===== src/rtl/i2r_pkg.sv =====
// i2r_pkg: shared types, constants and helpers for the integer to radix digits core
// no dependencies

package i2r_pkg;

  // default sizing
  localparam int VALUE_BITS_DEF  = 32;
  localparam int DIGIT_DEPTH_DEF = 32;

  // fixed field widths
  localparam int RADIX_W = 6;
  localparam int DIGIT_W = 6;
  localparam int CHAR_W  = 8;

  // bits of quotient produced per divider cycle
  localparam int DIV_BITS = 8;

  // base limits
  localparam logic [RADIX_W-1:0] RADIX_MIN = RADIX_W'(2);
  localparam logic [RADIX_W-1:0] RADIX_MAX = RADIX_W'(36);

  // ascii codes
  localparam logic [CHAR_W-1:0] CHAR_ZERO  = 8'h30;  // '0'
  localparam logic [CHAR_W-1:0] CHAR_ALPHA = 8'h37;  // 'A' - 10
  localparam logic [CHAR_W-1:0] CHAR_MINUS = 8'h2D;  // '-'
  localparam logic [CHAR_W-1:0] CHAR_SPACE = 8'h20;  // ' '
  localparam logic [DIGIT_W-1:0] DEC_LIMIT = DIGIT_W'(10);

  typedef enum logic [2:0] {
    ST_IDLE,
    ST_DIV,
    ST_SIGN,
    ST_ZERO,
    ST_WAIT,
    ST_EMIT
  } i2r_state_e;

  // controller to datapath
  typedef struct packed {
    logic load;
    logic div_step;
    logic emit_sign;
    logic emit_zero;
    logic emit_digit;
  } i2r_cmd_t;

  // datapath to controller
  typedef struct packed {
    logic step_first;
    logic mag_zero;
    logic full;
    logic count_zero;
    logic idx_zero;
    logic out_free;
  } i2r_sts_t;

  function automatic logic [CHAR_W-1:0] digit_char(input logic [DIGIT_W-1:0] d);
    logic [CHAR_W-1:0] res;
    if (d < DEC_LIMIT) begin
      res = CHAR_ZERO + CHAR_W'(d);
    end else begin
      res = CHAR_ALPHA + CHAR_W'(d);
    end
    return res;
  endfunction

endpackage


===== src/rtl/integer_to_radix_digits_core.sv =====
// sequence: the request is taken in idle, then the magnitude is divided by the base, 8 quotient
// bits a cycle, one digit per pass, until the quotient reaches zero or the store is full, then
// the sign is emitted and each digit is read back (store read, output load), most significant first
// throughput: one request at a time, a new one is taken once the last character is loaded
// reset: rst_ni async active low clears controller and output valid; digit store not cleared
// depends on i2r_pkg, i2r_ctrl, i2r_dp

module integer_to_radix_digits_core import i2r_pkg::*; #(
  parameter int VALUE_BITS  = VALUE_BITS_DEF,
  parameter int DIGIT_DEPTH = DIGIT_DEPTH_DEF
) (
  input  logic                         clk_i,
  input  logic                         rst_ni,
  // request channel
  input  logic                         in_valid_i,
  output logic                         in_ready_o,
  input  logic signed [VALUE_BITS-1:0] value_i,
  input  logic        [RADIX_W-1:0]    radix_i,
  // character channel
  output logic                         out_valid_o,
  input  logic                         out_ready_i,
  output logic        [CHAR_W-1:0]     char_code_o,
  output logic                         last_o
);

  // command and status between sequencer and datapath
  i2r_cmd_t cmd;
  i2r_sts_t sts;

  // sequencer: idle, divide loop, sign, zero digit or digit read-back
  i2r_ctrl u_ctrl (
    .clk_i      (clk_i),
    .rst_ni     (rst_ni),
    .in_valid_i (in_valid_i),
    .in_ready_o (in_ready_o),
    .sts_i      (sts),
    .cmd_o      (cmd)
  );

  // datapath: magnitude and clamped base, radix divider, digit store, output register
  i2r_dp #(
    .VALUE_BITS  (VALUE_BITS),
    .DIGIT_DEPTH (DIGIT_DEPTH)
  ) u_dp (
    .clk_i       (clk_i),
    .rst_ni      (rst_ni),
    .value_i     (value_i),
    .radix_i     (radix_i),
    .cmd_i       (cmd),
    .sts_o       (sts),
    .out_valid_o (out_valid_o),
    .out_ready_i (out_ready_i),
    .char_code_o (char_code_o),
    .last_o      (last_o)
  );

endmodule


===== src/rtl/i2r_ctrl.sv =====
// i2r_ctrl: sequencer for the conversion, divide phase then character emission
// depends on i2r_pkg

module i2r_ctrl import i2r_pkg::*; (
  input  logic     clk_i,
  input  logic     rst_ni,
  input  logic     in_valid_i,
  output logic     in_ready_o,
  input  i2r_sts_t sts_i,
  output i2r_cmd_t cmd_o
);

  i2r_state_e state_q, state_d;

  always_ff @(posedge clk_i or negedge rst_ni) begin
    if (!rst_ni) begin
      state_q <= ST_IDLE;
    end else begin
      state_q <= state_d;
    end
  end

  // next state
  always_comb begin
    state_d = state_q;
    unique case (state_q)
      ST_IDLE: begin
        if (in_valid_i) state_d = ST_DIV;
      end
      ST_DIV: begin
        if (sts_i.step_first && (sts_i.mag_zero || sts_i.full)) state_d = ST_SIGN;
      end
      ST_SIGN: begin
        if (sts_i.out_free) state_d = sts_i.count_zero ? ST_ZERO : ST_WAIT;
      end
      ST_ZERO: begin
        if (sts_i.out_free) state_d = ST_IDLE;
      end
      ST_WAIT: begin
        state_d = ST_EMIT;
      end
      ST_EMIT: begin
        if (sts_i.out_free) state_d = sts_i.idx_zero ? ST_IDLE : ST_WAIT;
      end
      default: state_d = ST_IDLE;
    endcase
  end

  // outputs
  always_comb begin
    cmd_o      = '0;
    in_ready_o = 1'b0;
    unique case (state_q)
      ST_IDLE: begin
        in_ready_o = 1'b1;
        cmd_o.load = in_valid_i;
      end
      ST_DIV: begin
        cmd_o.div_step = !(sts_i.step_first && (sts_i.mag_zero || sts_i.full));
      end
      ST_SIGN: cmd_o.emit_sign  = sts_i.out_free;
      ST_ZERO: cmd_o.emit_zero  = sts_i.out_free;
      ST_WAIT: ;
      ST_EMIT: cmd_o.emit_digit = sts_i.out_free;
      default: ;
    endcase
  end

endmodule


===== src/rtl/i2r_dp.sv =====
// i2r_dp: magnitude divider, digit store and output register
// depends on i2r_pkg

module i2r_dp import i2r_pkg::*; #(
  parameter int VALUE_BITS  = VALUE_BITS_DEF,
  parameter int DIGIT_DEPTH = DIGIT_DEPTH_DEF
) (
  input  logic                         clk_i,
  input  logic                         rst_ni,
  input  logic signed [VALUE_BITS-1:0] value_i,
  input  logic        [RADIX_W-1:0]    radix_i,
  input  i2r_cmd_t                     cmd_i,
  output i2r_sts_t                     sts_o,
  output logic                         out_valid_o,
  input  logic                         out_ready_i,
  output logic        [CHAR_W-1:0]     char_code_o,
  output logic                         last_o
);

  localparam int Steps = (VALUE_BITS + DIV_BITS - 1) / DIV_BITS;
  localparam int QW    = Steps * DIV_BITS;
  localparam int StepW = (Steps > 1) ? $clog2(Steps) : 1;
  localparam int AW    = $clog2(DIGIT_DEPTH);
  localparam int CntW  = $clog2(DIGIT_DEPTH + 1);

  logic [QW-1:0]      work_q;
  logic [RADIX_W-1:0] rem_q;
  logic [RADIX_W-1:0] base_q;
  logic [StepW-1:0]   step_q;
  logic [CntW-1:0]    count_q;
  logic               neg_q;
  logic [AW-1:0]      rd_idx_q;
  logic [DIGIT_W-1:0] rd_data_q;
  logic [DIGIT_W-1:0] store_q [DIGIT_DEPTH];
  logic               out_valid_q;
  logic [CHAR_W-1:0]  char_q;
  logic               last_q;

  logic [VALUE_BITS-1:0] v_u;
  logic [VALUE_BITS-1:0] mag;
  logic [RADIX_W-1:0]    base_clamp;
  logic [RADIX_W-1:0]    rem_nxt;
  logic [DIV_BITS-1:0]   qbits;
  logic [RADIX_W:0]      trial;
  logic                  last_step;
  logic                  out_free;

  assign v_u = value_i;
  assign mag = v_u[VALUE_BITS-1] ? (VALUE_BITS'(0) - v_u) : v_u;

  always_comb begin
    if (radix_i < RADIX_MIN) begin
      base_clamp = RADIX_MIN;
    end else if (radix_i > RADIX_MAX) begin
      base_clamp = RADIX_MAX;
    end else begin
      base_clamp = radix_i;
    end
  end

  // restoring division, several quotient bits per cycle on a narrow remainder
  always_comb begin
    rem_nxt = rem_q;
    qbits   = '0;
    trial   = '0;
    for (int i = 0; i < DIV_BITS; i++) begin
      trial = {rem_nxt, work_q[QW-1-i]};
      if (trial >= {1'b0, base_q}) begin
        trial                = trial - {1'b0, base_q};
        qbits[DIV_BITS-1-i] = 1'b1;
      end
      rem_nxt = trial[RADIX_W-1:0];
    end
  end

  assign last_step = (step_q == StepW'(Steps - 1));
  assign out_free  = !out_valid_q || out_ready_i;

  always_ff @(posedge clk_i or negedge rst_ni) begin
    if (!rst_ni) begin
      work_q   <= '0;
      rem_q    <= '0;
      base_q   <= RADIX_MIN;
      step_q   <= '0;
      count_q  <= '0;
      neg_q    <= 1'b0;
      rd_idx_q <= '0;
    end else if (cmd_i.load) begin
      work_q  <= QW'(mag);
      rem_q   <= '0;
      base_q  <= base_clamp;
      step_q  <= '0;
      count_q <= '0;
      neg_q   <= v_u[VALUE_BITS-1];
    end else if (cmd_i.div_step) begin
      work_q <= (work_q << DIV_BITS) | QW'(qbits);
      if (last_step) begin
        rem_q   <= '0;
        step_q  <= '0;
        count_q <= count_q + CntW'(1);
      end else begin
        rem_q  <= rem_nxt;
        step_q <= step_q + StepW'(1);
      end
    end else if (cmd_i.emit_sign) begin
      rd_idx_q <= AW'(count_q - CntW'(1));
    end else if (cmd_i.emit_digit) begin
      rd_idx_q <= rd_idx_q - AW'(1);
    end
  end

  // digit store, written at the end of each digit and read back in reverse
  always_ff @(posedge clk_i) begin
    if (cmd_i.div_step && last_step) begin
      store_q[count_q[AW-1:0]] <= rem_nxt;
    end
    rd_data_q <= store_q[rd_idx_q];
  end

  // output register
  always_ff @(posedge clk_i or negedge rst_ni) begin
    if (!rst_ni) begin
      out_valid_q <= 1'b0;
    end else if (cmd_i.emit_sign || cmd_i.emit_zero || cmd_i.emit_digit) begin
      out_valid_q <= 1'b1;
    end else if (out_ready_i) begin
      out_valid_q <= 1'b0;
    end
  end

  always_ff @(posedge clk_i) begin
    if (cmd_i.emit_sign) begin
      char_q <= neg_q ? CHAR_MINUS : CHAR_SPACE;
      last_q <= 1'b0;
    end else if (cmd_i.emit_zero) begin
      char_q <= CHAR_ZERO;
      last_q <= 1'b1;
    end else if (cmd_i.emit_digit) begin
      char_q <= digit_char(rd_data_q);
      last_q <= (rd_idx_q == '0);
    end
  end

  assign sts_o.step_first = (step_q == '0);
  assign sts_o.mag_zero   = (work_q == '0);
  assign sts_o.full       = (count_q == CntW'(DIGIT_DEPTH));
  assign sts_o.count_zero = (count_q == '0);
  assign sts_o.idx_zero   = (rd_idx_q == '0);
  assign sts_o.out_free   = out_free;

  assign out_valid_o = out_valid_q;
  assign char_code_o = char_q;
  assign last_o      = last_q;

endmodule

===== config.mk =====
export PLATFORM = sky130hd
export DESIGN_NAME = integer_to_radix_digits_core
export DESIGN_NICKNAME = d
export VERILOG_FILES = /design/src/rtl/i2r_pkg.sv /design/src/rtl/integer_to_radix_digits_core.sv /design/src/rtl/i2r_ctrl.sv /design/src/rtl/i2r_dp.sv
export SDC_FILE = /design/constraint.sdc
export NUM_CORES = 1
export LEC_CHECK = 0
export ABC_CLOCK_PERIOD_IN_PS = 39400
export BUFFER_PORTS_ARGS = -buffer_cell sky130_fd_sc_hd__buf_2
export CAP_MARGIN = 20
export CORE_MARGIN = 2
export CORE_UTILIZATION = 35
export CTS_CLUSTER_SIZE = 10
export DETAILED_ROUTE_END_ITERATION = 12
export MAX_ROUTING_LAYER = met4
export PLACE_DENSITY = 0.5
export SYNTH_ARGS = -nofsm -noshare
export SYNTH_HDL_FRONTEND = slang
export SYNTH_SLANG_ARGS = --single-unit

===== constraint.sdc =====
create_clock -name clk_i -period 39.4 [get_ports clk_i]
set_input_delay 1.97 -clock clk_i [delete_from_list [all_inputs] [get_ports clk_i]]
set_output_delay 1.97 -clock clk_i [all_outputs]
set_load 0.1 [all_outputs]

==> reports/metrics.yaml, run 1 <==
status: "finished clean"
syn_area_per_cell_sq_um: 12.9
ys_types: 80
r2r_start: "u_dp.base_q[1]"
top_usage_layer: "met2"
synth-compound-area-share: 0.116
end_kind: "flop"
place.gp.congestion: 0.865
post_cts_buffers: 0
worstSkewPairLatency_ps: 550
groute.layer.met3.usage: 0.0184
min_period_ps: 19380
clockRootBuffer: "clkbuf_16"
dieHeight_um: 206
worst_pin_slew_ps: 998
crit_fanout: 33
multi_input_area_sq_mm: 0.00632
synth_top_family_by_area: "multiplexers"
overflow: 0
tritoncts: "built"
report.final.slew_viol_count: 0
min_path_type: "reg2reg"
die_x_um: 206
synth-simple-area-share: 0.0906
wirelength_um: 35400
grt.total_usage: 0.173
grt_max_degree: 63
required_ps: 39620
antenna_cells: 0
drive_gt1_frac: 0.180
gr-usage-met2: 0.280
ant_nets: 0
synth_fa_ha_area_frac: 0.0627
vias: 9226
port_buffers: 51
skew_ps: 12.3
cts_made_buffers: 31
cp-start-kind: "flop"
fill_cells: 3844
drc: 0
setup_viol: 0
slew_headroom: 0.335
core_sq_mm: 0.0406
mostFrequentLayoutCells: "edfxtp_1 (199), nor2_1 (82), o21ai_0 (72)"
final.setup.tns_ps: 0
synthesis.area_sq_mm: 0.0143
synth_xor_area_frac: 0.0379
synth-edff-count: 199
ys_seq_area_frac: 0.535
grt_pass1_vias: 9143
cts.clk_slew.worst_paths_ps: 60
fmax_mhz: 51.6
nets: 1265
synth_nets: 1219
drt_pass1_iterations: 5
antenna_found_initial: 0
cts.sinks: 268
area_growth_pct: 12.3
synth_ff_type: "edfxtp_1"
min-delay-start: "u_dp.base_q[2]"
ys_ff_latch: 268
synth_top_area_share: 0.417
synthMuxAreaShare: 0.132
holdWs_ps: 492
use_met1: 0.237
die_area_sq_mm: 0.0426
slowest_delay_ps: 880
dp_hpwl_um: 24900
ys_top_cells_by_area: "edfxtp_1 (42%), dfrtp_1 (11%), mux4_2 (9.4%), ha_1 (5.2%), o21ai_0 (2.5%)"
cts-resized-gates: 0
crit_type: "reg2reg"
hold_buffers: 0
num_io_pins: 53
post_drt_wl_per_cell_um: 20.7
fin_crit_sh: 0.492
ctsHtreeMaxLevel: 1
grt_pass1_wl_um: 54500
row_count: 74
rsz0062_at_grt: "false"
yosysWarnings: 0
cts_max_path_buffers: 3
cp_slowest_cell: "mux2i_4"
async_reset_ff_frac: 0.231
synth_top_area_cell: "edfxtp_1"
final_common_cell: "edfxtp_1"
drtIter0Drc: 690
cap_violations: 0
crit_arrival_ps: 19600
synthCells: 1110
regArea_sq_mm: 0.00767
crit_start: "u_dp.base_q[1]"
initial_core_util: 0.353
hold_viol: 0
via_per_inst: 5.39
[registers in the layout (all words and copies together), names as in the netlist, 2 cells and up]
signal,flops
u_dp.store_q,192
u_dp.work_q,32
u_dp.char_code_o,7
u_dp.base_q,6
u_dp.count_q,6
u_dp.rd_data_q,6
u_dp.rem_q,6
u_dp.rd_idx_q,5
u_ctrl.state_q,3
u_dp.step_q,2
[kinds of logic after synthesis]
group                    count (synthesis)
AND/OR/NAND/NOR                        267
other                                    1
buffers and inverters                   96
multiplexers                           108
adder cells (fa/ha/maj)                 67
flip-flops                             268
AO/OA/AOI/OAI                          241
XOR/XNOR                                62
[path summary, 6_finish.rpt]
path                                             to  slack, ps  depth (start not counted)
worst min-delay path                 u_dp.base_q[2]        490                          2
worst max-delay path            u_dp.store_q[26][0]      20020                         77
worst min register to register       u_dp.base_q[2]        490                          2
worst max register to register  u_dp.store_q[26][0]      20020                         77
min in group asynchronous           u_dp.work_q[10]       1590                          2
max in group asynchronous          u_dp.rd_idx_q[0]      37190                          2
[synthesized netlist by cell type (all sizes together) (13+ instances only)]
master and count:
nor2 83, a21o 16, o31ai 13, nor3 15, a21oi 33, a22oi 23
mux2 27, edfxtp 199, clkbuf 37, mux2i 21, ha 59, mux4 60
inv 50, xor2 35, o21ai 77, nand2 67, xnor2 27, dfrtp 61
nand3 13, nor2b 14
[worst max-delay path, delay by kind of cell, from the launching register on]
kind,cells,cell delay (ps)
muxes,7,3140
and+or+nand+nor,17,2810
adders and majority gates,8,2320
DFF,1,750
AOI/OAI and AO/OA,39,9230
buffers and inverters,6,710
[per-layer routing]
metal  routed length (um)  up-vias
li1                     -     4347
met1                16300     4652
met2                17200      191
met3                 1410       36
met4                  413        0
met5                    0        -
[cell type report]
type,count,share of cell area
sequential,268,0.477
multi-input combinational,746,0.393
clock buffer,56,0.0553
tap,532,0.0414
timing repair buffer,59,0.0208
inverter,50,0.0117
clock inverter,2,0.000855
[per-stage QoR]
| step | util | instance area, sq um | cells | worst slack, ps |
|---|---|---|---|---|
| 6_report | 0.396 | 16100 | 1713 | 20020 |
| 5_1_grt | 0.396 | 16100 | 1713 | 18310 |
| 4_1_cts | 0.395 | 16100 | 1712 | 20010 |
| 3_5_place_dp | 0.373 | 15200 | 1654 | 20130 |
| 3_3_place_gp | 0.373 | 15200 | 1654 | 20720 |
| 2_1_floorplan | - | 14300 | 1110 | 22290 |
Power of run 1 is not shown: default switching activity piles up to over one toggle a cycle in this logic, so the estimate is an artifact.
==> inputs of run 2 (changes only) <==
--- a/config.mk
+++ b/config.mk
@@ -5,7 +5,7 @@
 export SDC_FILE = /design/constraint.sdc
 export NUM_CORES = 1
 export LEC_CHECK = 0
-export ABC_CLOCK_PERIOD_IN_PS = 39400
+export ABC_CLOCK_PERIOD_IN_PS = 17600
 export BUFFER_PORTS_ARGS = -buffer_cell sky130_fd_sc_hd__buf_2
 export CAP_MARGIN = 20
 export CORE_MARGIN = 2
@@ -13,7 +13,7 @@
 export CTS_CLUSTER_SIZE = 10
 export DETAILED_ROUTE_END_ITERATION = 12
 export MAX_ROUTING_LAYER = met4
-export PLACE_DENSITY = 0.5
+export PLACE_DENSITY = 0.52
 export SYNTH_ARGS = -nofsm -noshare
 export SYNTH_HDL_FRONTEND = slang
 export SYNTH_SLANG_ARGS = --single-unit
==> constraint.sdc (replaced) <==
create_clock -name clk_i -period 17.6 [get_ports clk_i]
set_input_delay 0.88 -clock clk_i [delete_from_list [all_inputs] [get_ports clk_i]]
set_output_delay 0.88 -clock clk_i [all_outputs]
set_load 0.1 [all_outputs]
==> reports/metrics.yaml, run 2 (synthesis results as in run 1) <==
final_area_sq_mm: 0.0163  # was 0.0161 sq mm
nets: 1289  # was 1265
dp_slack_ps: 164  # was 20130 ps
min_period_ps: 16570  # was 19380 ps
report.final.slew_viol_count: 0  # unchanged
drt_pass1_iterations: 5  # unchanged
slowest_delay_ps: 420  # was 880 ps
final_common_cell: "edfxtp_1"  # unchanged
wirelength_um: 36400  # was 35400 um
area_growth_pct: 13.6  # was 12.3%
grt_pass1_vias: 9362  # was 9143
hold_buffers: 0  # unchanged
core_sq_mm: 0.0406  # unchanged
largest_reg_flops: 192  # unchanged
grt.total_usage: 0.174  # was 0.173
drc: 0  # unchanged
post_drt_wl_per_cell_um: 21.1  # was 20.7 um
cts_made_buffers: 31  # unchanged
cap_violations: 0  # unchanged
overflow: 0  # unchanged
setup_viol: 0  # unchanged
skew_ps: 21.3  # was 12.3 ps
mostFrequentLayoutCells: "edfxtp_1 (199), nor2_1 (82), o21ai_0 (70)"  # was edfxtp_1 (199), nor2_1 (82), o21ai_0 (72)
die_x_um: 206  # unchanged
die_area_sq_mm: 0.0426  # unchanged
required_ps: 18020  # was 39620 ps
slew_headroom: 0.317  # was 0.335
initial_core_util: 0.353  # unchanged
drtIter0Drc: 663  # was 690
min_path_type: "reg2reg"  # unchanged
drive_gt1_frac: 0.203  # was 0.180
dp_hpwl_um: 24900  # about the same
num_io_pins: 53  # unchanged
antenna_cells: 0  # unchanged
grt_pass1_wl_um: 55300  # was 54500 um
antenna_found_initial: 0  # unchanged
row_count: 74  # unchanged
via_per_inst: 5.43  # was 5.39
clockRootBuffer: "clkbuf_16"  # unchanged
cts.clk_slew.worst_paths_ps: 60  # about the same
grt_max_degree: 63  # unchanged
ant_nets: 0  # unchanged
port_buffers: 51  # unchanged
place_area_sq_mm: 0.0153  # was 0.0152 sq mm
fin_crit_sh: 0.942  # was 0.492
cts_max_path_buffers: 3  # unchanged
cp_common_cell: "ha_1"
crit_fanout: 17  # was 33
fmax_mhz: 60.3  # was 51.6 MHz
dp_cells: 1668  # was 1654
cp-start-kind: "flop"  # unchanged
fin_cells: 1723  # was 1713
worst_slack_ps: 1030  # was 20020 ps
end_kind: "flop"  # unchanged
cts.sinks: 268  # unchanged
place.gp.congestion: 0.903  # was 0.865
dieHeight_um: 206  # unchanged
crit_type: "reg2reg"  # unchanged
worstSkewPairLatency_ps: 540  # was 550 ps
cp_slowest_cell: "a221o_1"  # was mux2i_4
vias: 9357  # was 9226
crit_arrival_ps: 16990  # was 19600 ps
hold_viol: 0  # unchanged
tritoncts: "built"  # unchanged
worst_pin_slew_ps: 1020  # was 998 ps
ctsHtreeMaxLevel: 1  # unchanged
status: "finished clean"  # unchanged
-- run 2: cell types whose count changed in the layout (fill, tap and decap cells not counted), moves of 2 or more --
cell | before | now
buf_12 | 0 | 2
buf_4 | 7 | 24
buf_6 | 0 | 2
clkbuf_1 | 23 | 10
mux2_4 | 4 | 8
mux2i_1 | 18 | 16
mux2i_2 | 0 | 2
o21ai_0 | 72 | 70
o21ai_1 | 3 | 5
-- run 2: stage by stage --
step / hold WS [ps] / util / setup TNS, ps
after floorplan: 446 / - / 0
after global placement: 475 / 0.376 / 0
after detailed placement: 488 / 0.376 / 0
after CTS: 503 / 0.396 / 0
after global routing: 540 / 0.401 / -142
final: 495 / 0.401 / 0
-- run 2: what timing repair did --
action,4_1_cts,5_1_grt
gates resized for setup,0,15
endpoints found under the setup margin,0,199
setup buffers,0,6
-- run 2: cell type report --
class                           count  area (sq um)
Clock buffer                       42           827
Clock inverter                      2          12.5
Fill cell                        3822         24400
Inverter                           50           188
Multi-Input combinational cell    750          6420
Sequential cell                   268          7670
Tap cell                          532           666
Timing Repair Buffer               79           498
-- run 2: final timing paths --
check / endpoint / cells after the start / start / slack (ps)
setup / recovery: u_dp.rem_q[4] / 79 / u_dp.rem_q[3] / 1030
hold / removal: u_dp.base_q[2] / 2 / u_dp.base_q[2] / 500
setup reg to reg: u_dp.rem_q[4] / 79 / u_dp.rem_q[3] / 1030
hold reg to reg: u_dp.base_q[2] / 2 / u_dp.base_q[2] / 500
max in group asynchronous: u_dp.rd_idx_q[0] / 2 / rst_ni / 16460
min in group asynchronous: u_ctrl.state_q[1] / 2 / rst_ni / 520
-- run 2: worst max-delay path: cells and delay by family, from the launching register on --
family | cells | cell delay, ps
adder cells (fa/ha/maj) | 8 | 2270
AO/OA/AOI/OAI | 40 | 8210
buffers and inverters | 8 | 920
flip-flops | 1 | 410
multiplexers | 7 | 2240
AND/OR/NAND/NOR | 16 | 2420
-- run 2: metal layers --
metal,global-route usage,vias to the layer above,share of wire
li1,-,4389,-
met1,0.240,4728,0.47
met2,0.276,196,0.47
met3,0.0158,44,0.034
met4,0.0469,0,0.022
met5,-,-,0
Power of run 2 is left out for the same reason.
==> inputs of run 3 (changes only) <==
--- a/config.mk
+++ b/config.mk
@@ -5,11 +5,13 @@
 export SDC_FILE = /design/constraint.sdc
 export NUM_CORES = 1
 export LEC_CHECK = 0
+export ABC_AREA = 1
 export ABC_CLOCK_PERIOD_IN_PS = 17600
 export BUFFER_PORTS_ARGS = -buffer_cell sky130_fd_sc_hd__buf_2
 export CAP_MARGIN = 20
 export CORE_MARGIN = 2
 export CORE_UTILIZATION = 35
+export CTS_BUF_LIST = sky130_fd_sc_hd__clkbuf_2
 export CTS_CLUSTER_SIZE = 10
 export DETAILED_ROUTE_END_ITERATION = 12
 export MAX_ROUTING_LAYER = met4
==> reports/metrics.yaml, run 3 <==
final.setup.tns_ps: 0  # unchanged
synthMuxAreaShare: 0  # was 0.132
grt_max_degree: 81  # was 63
top_usage_layer: "met2"  # unchanged
report.final.slew_viol_count: 0  # unchanged
crit_type: "reg2reg"  # unchanged
synthesis.area_sq_mm: 0.0147  # was 0.0143 sq mm
synth_top_area_cell: "edfxtp_1"  # unchanged
multi_input_area_sq_mm: 0.00614  # was 0.00642 sq mm
synth_nets: 1645  # was 1219
cap_violations: 0  # unchanged
gr-usage-met2: 0.322  # was 0.276
fin_crit_sh: 0.871  # was 0.942
ys_seq_area_frac: 0.522  # was 0.535
num_io_pins: 53  # unchanged
ctsHtreeMaxLevel: 3  # was 1
mostFrequentLayoutCells: "nand2_1 (221), edfxtp_1 (199), nor2_1 (183)"  # was edfxtp_1 (199), nor2_1 (82), o21ai_0 (70)
hold_buffers: 0  # unchanged
port_buffers: 51  # unchanged
async_reset_ff_frac: 0.231  # unchanged
drtIter0Drc: 796  # was 663
yosysWarnings: 0  # unchanged
fill_cells: 4277  # was 3822
rsz0062_at_grt: "false"
place.gp.congestion: 0.899  # was 0.903
synth_xor_area_frac: 0.0280  # was 0.0379
synth_top_area_share: 0.407  # was 0.417
worstSkewPairLatency_ps: 870  # was 540 ps
fmax_mhz: 65.2  # was 60.3 MHz
initial_core_util: 0.353  # about the same
grt_pass1_vias: 11400  # was 9362
synth_top_family_by_area: "simple AND/OR/NAND/NOR gates"  # was multiplexers
post_drt_wl_per_cell_um: 18.8  # was 21.1 um
groute.layer.met3.usage: 0.0281  # was 0.0158
required_ps: 18070  # was 18020 ps
wirelength_um: 41600  # was 36400 um
cp-start-kind: "flop"  # unchanged
synth-compound-area-share: 0.148  # was 0.116
cts.clk_slew.worst_paths_ps: 110  # was 60 ps
drive_gt1_frac: 0.147  # was 0.203
synth-simple-area-share: 0.181  # was 0.0906
min_period_ps: 15330  # was 16570 ps
cp_common_cell: "nand2_1"  # was ha_1
crit_arrival_ps: 15800  # was 16990 ps
min_path_type: "in2async"  # was reg2reg
drc: 0  # unchanged
via_per_inst: 5.25  # was 5.43
ys_top_cells_by_area: "edfxtp_1 (41%), dfrtp_1 (10%), nand2_1 (5.6%), o21ai_0 (5.6%), ha_1 (5.0%)"  # was edfxtp_1 (42%), dfrtp_1 (11%), mux4_2 (9.4%), ha_1 (5.2%), o21ai_0 (2.5%)
status: "finished clean"  # unchanged
overflow: 0  # unchanged
row_count: 75  # was 74
antenna_found_initial: 2  # was 0
hold_viol: 0  # unchanged
drt_pass1_iterations: 5  # unchanged
synth-edff-count: 199  # unchanged
die_area_sq_mm: 0.0436  # was 0.0426 sq mm
setup_viol: 0  # unchanged
synth_commonest_cells: "nand2_1 (221), edfxtp_1 (199), nor2_1 (183)"  # was edfxtp_1 (199), nor2_1 (83), o21ai_0 (72)
cp_slowest_cell: "and2_1"  # was a221o_1
slew_headroom: 0.265  # was 0.317
cts-resized-gates: 0  # unchanged
slowest_delay_ps: 860  # was 420 ps
core_sq_mm: 0.0417  # was 0.0406 sq mm
ys_ff_latch: 268  # unchanged
synth.most_common_cell: "nand2_1"  # was edfxtp_1
worstRegToRegCells: 74  # was 79
dp_hpwl_um: 27800  # was 24900 um
area_growth_pct: 10.3  # was 13.6%
nets: 1722  # was 1289
cts_max_path_buffers: 3  # unchanged
grt.total_usage: 0.197  # was 0.174
clockRootBuffer: "clkbuf_2"  # was clkbuf_16
worst_pin_slew_ps: 1100  # was 1020 ps
ant_nets: 0  # unchanged
vias: 11600  # was 9357
use_met1: 0.258  # was 0.240
cts_made_buffers: 71  # was 31
crit_fanout: 32  # was 17
final_common_cell: "nand2_1"  # was edfxtp_1
die_x_um: 209  # was 206 um
post_cts_buffers: 0  # unchanged
largest_reg_flops: 192  # unchanged
dieHeight_um: 209  # was 206 um
tritoncts: "built"  # unchanged
synth_fa_ha_area_frac: 0.0612  # was 0.0627
synth_ff_type: "edfxtp_1"  # unchanged
syn_area_per_cell_sq_um: 9.56  # was 12.9 sq um
end_kind: "flop"  # unchanged
synthCells: 1536  # was 1110
grt_pass1_wl_um: 65000  # was 55300 um
ys_types: 56  # was 80
skew_ps: 62.6  # was 21.3 ps
cts.sinks: 268  # unchanged
regArea_sq_mm: 0.00767  # about the same
## run 3: cell types whose count changed after synthesis, moves of 23 or more
cell      change
inv_1        +98
mux2_2       -23
mux4_2       -60
nand2_1     +155
nand3_1      +60
nor2_1      +100
o21ai_0      +92
o221ai_1     +59
## run 3: cells by family (layout without fill, tap and decap cells)
logic type      Yosys count  in the layout
buf+inv                 221            350
flops                   268            268
xor+xnor                 47             47
other cells               1              3
compound gates          350            350
fa+ha+maj                67             67
simple gates            582            582
## run 3: cell type report
cell class                      instances  area share
Clock buffer                          107      0.0330
Inverter                              158      0.0366
Sequential cell                       268       0.473
Tap cell                              539      0.0416
Timing Repair Buffer                   67      0.0266
Antenna cell                            2    0.000309
Clock inverter                         18     0.00950
Multi-Input combinational cell       1047       0.379
## run 3: stage by stage
stage,hold slack (ps),setup slack (ps),instance area [sq um],instances,utilization
final,178,2270,16200,2206,0.389
after global routing,159,720,16200,2206,0.389
after CTS,137,2160,16100,2200,0.387
after detailed placement,488,2230,15400,2075,0.370
after global placement,479,2940,15400,2075,0.370
after floorplan,453,4820,14700,1536,-
## run 3: final timing paths
kind                       slack (ps)            from                   to
min reg2reg                       510      u_dp.neg_q           u_dp.neg_q
min in group clk_i                310      radix_i[1]       u_dp.base_q[1]
max                              2270  u_dp.base_q[1]  u_dp.store_q[14][3]
min                               180          rst_ni     u_dp.out_valid_o
max in group asynchronous       16760          rst_ni     u_dp.rd_idx_q[0]
max reg2reg                      2270  u_dp.base_q[1]  u_dp.store_q[14][3]
## run 3: worst max-delay path: cells and delay by family, from the launching register on
| family | cells | cell delay (ps) |
|---|---|---|
| AO/OA/AOI/OAI | 29 | 5700 |
| adder cells (fa/ha/maj) | 8 | 2740 |
| flip-flops | 1 | 750 |
| AND/OR/NAND/NOR | 28 | 4750 |
| buffers and inverters | 9 | 930 |
## run 3: routing by layer
layer / part of all wire / vias to the layer above / wire [um]
li1: - / 5617 / -
met1: 0.46 / 5676 / 19200
met2: 0.49 / 240 / 20200
met3: 0.040 / 40 / 1650
met4: 0.012 / 0 / 488
met5: 0 / - / 0
Power of run 3 is left out for the same reason.
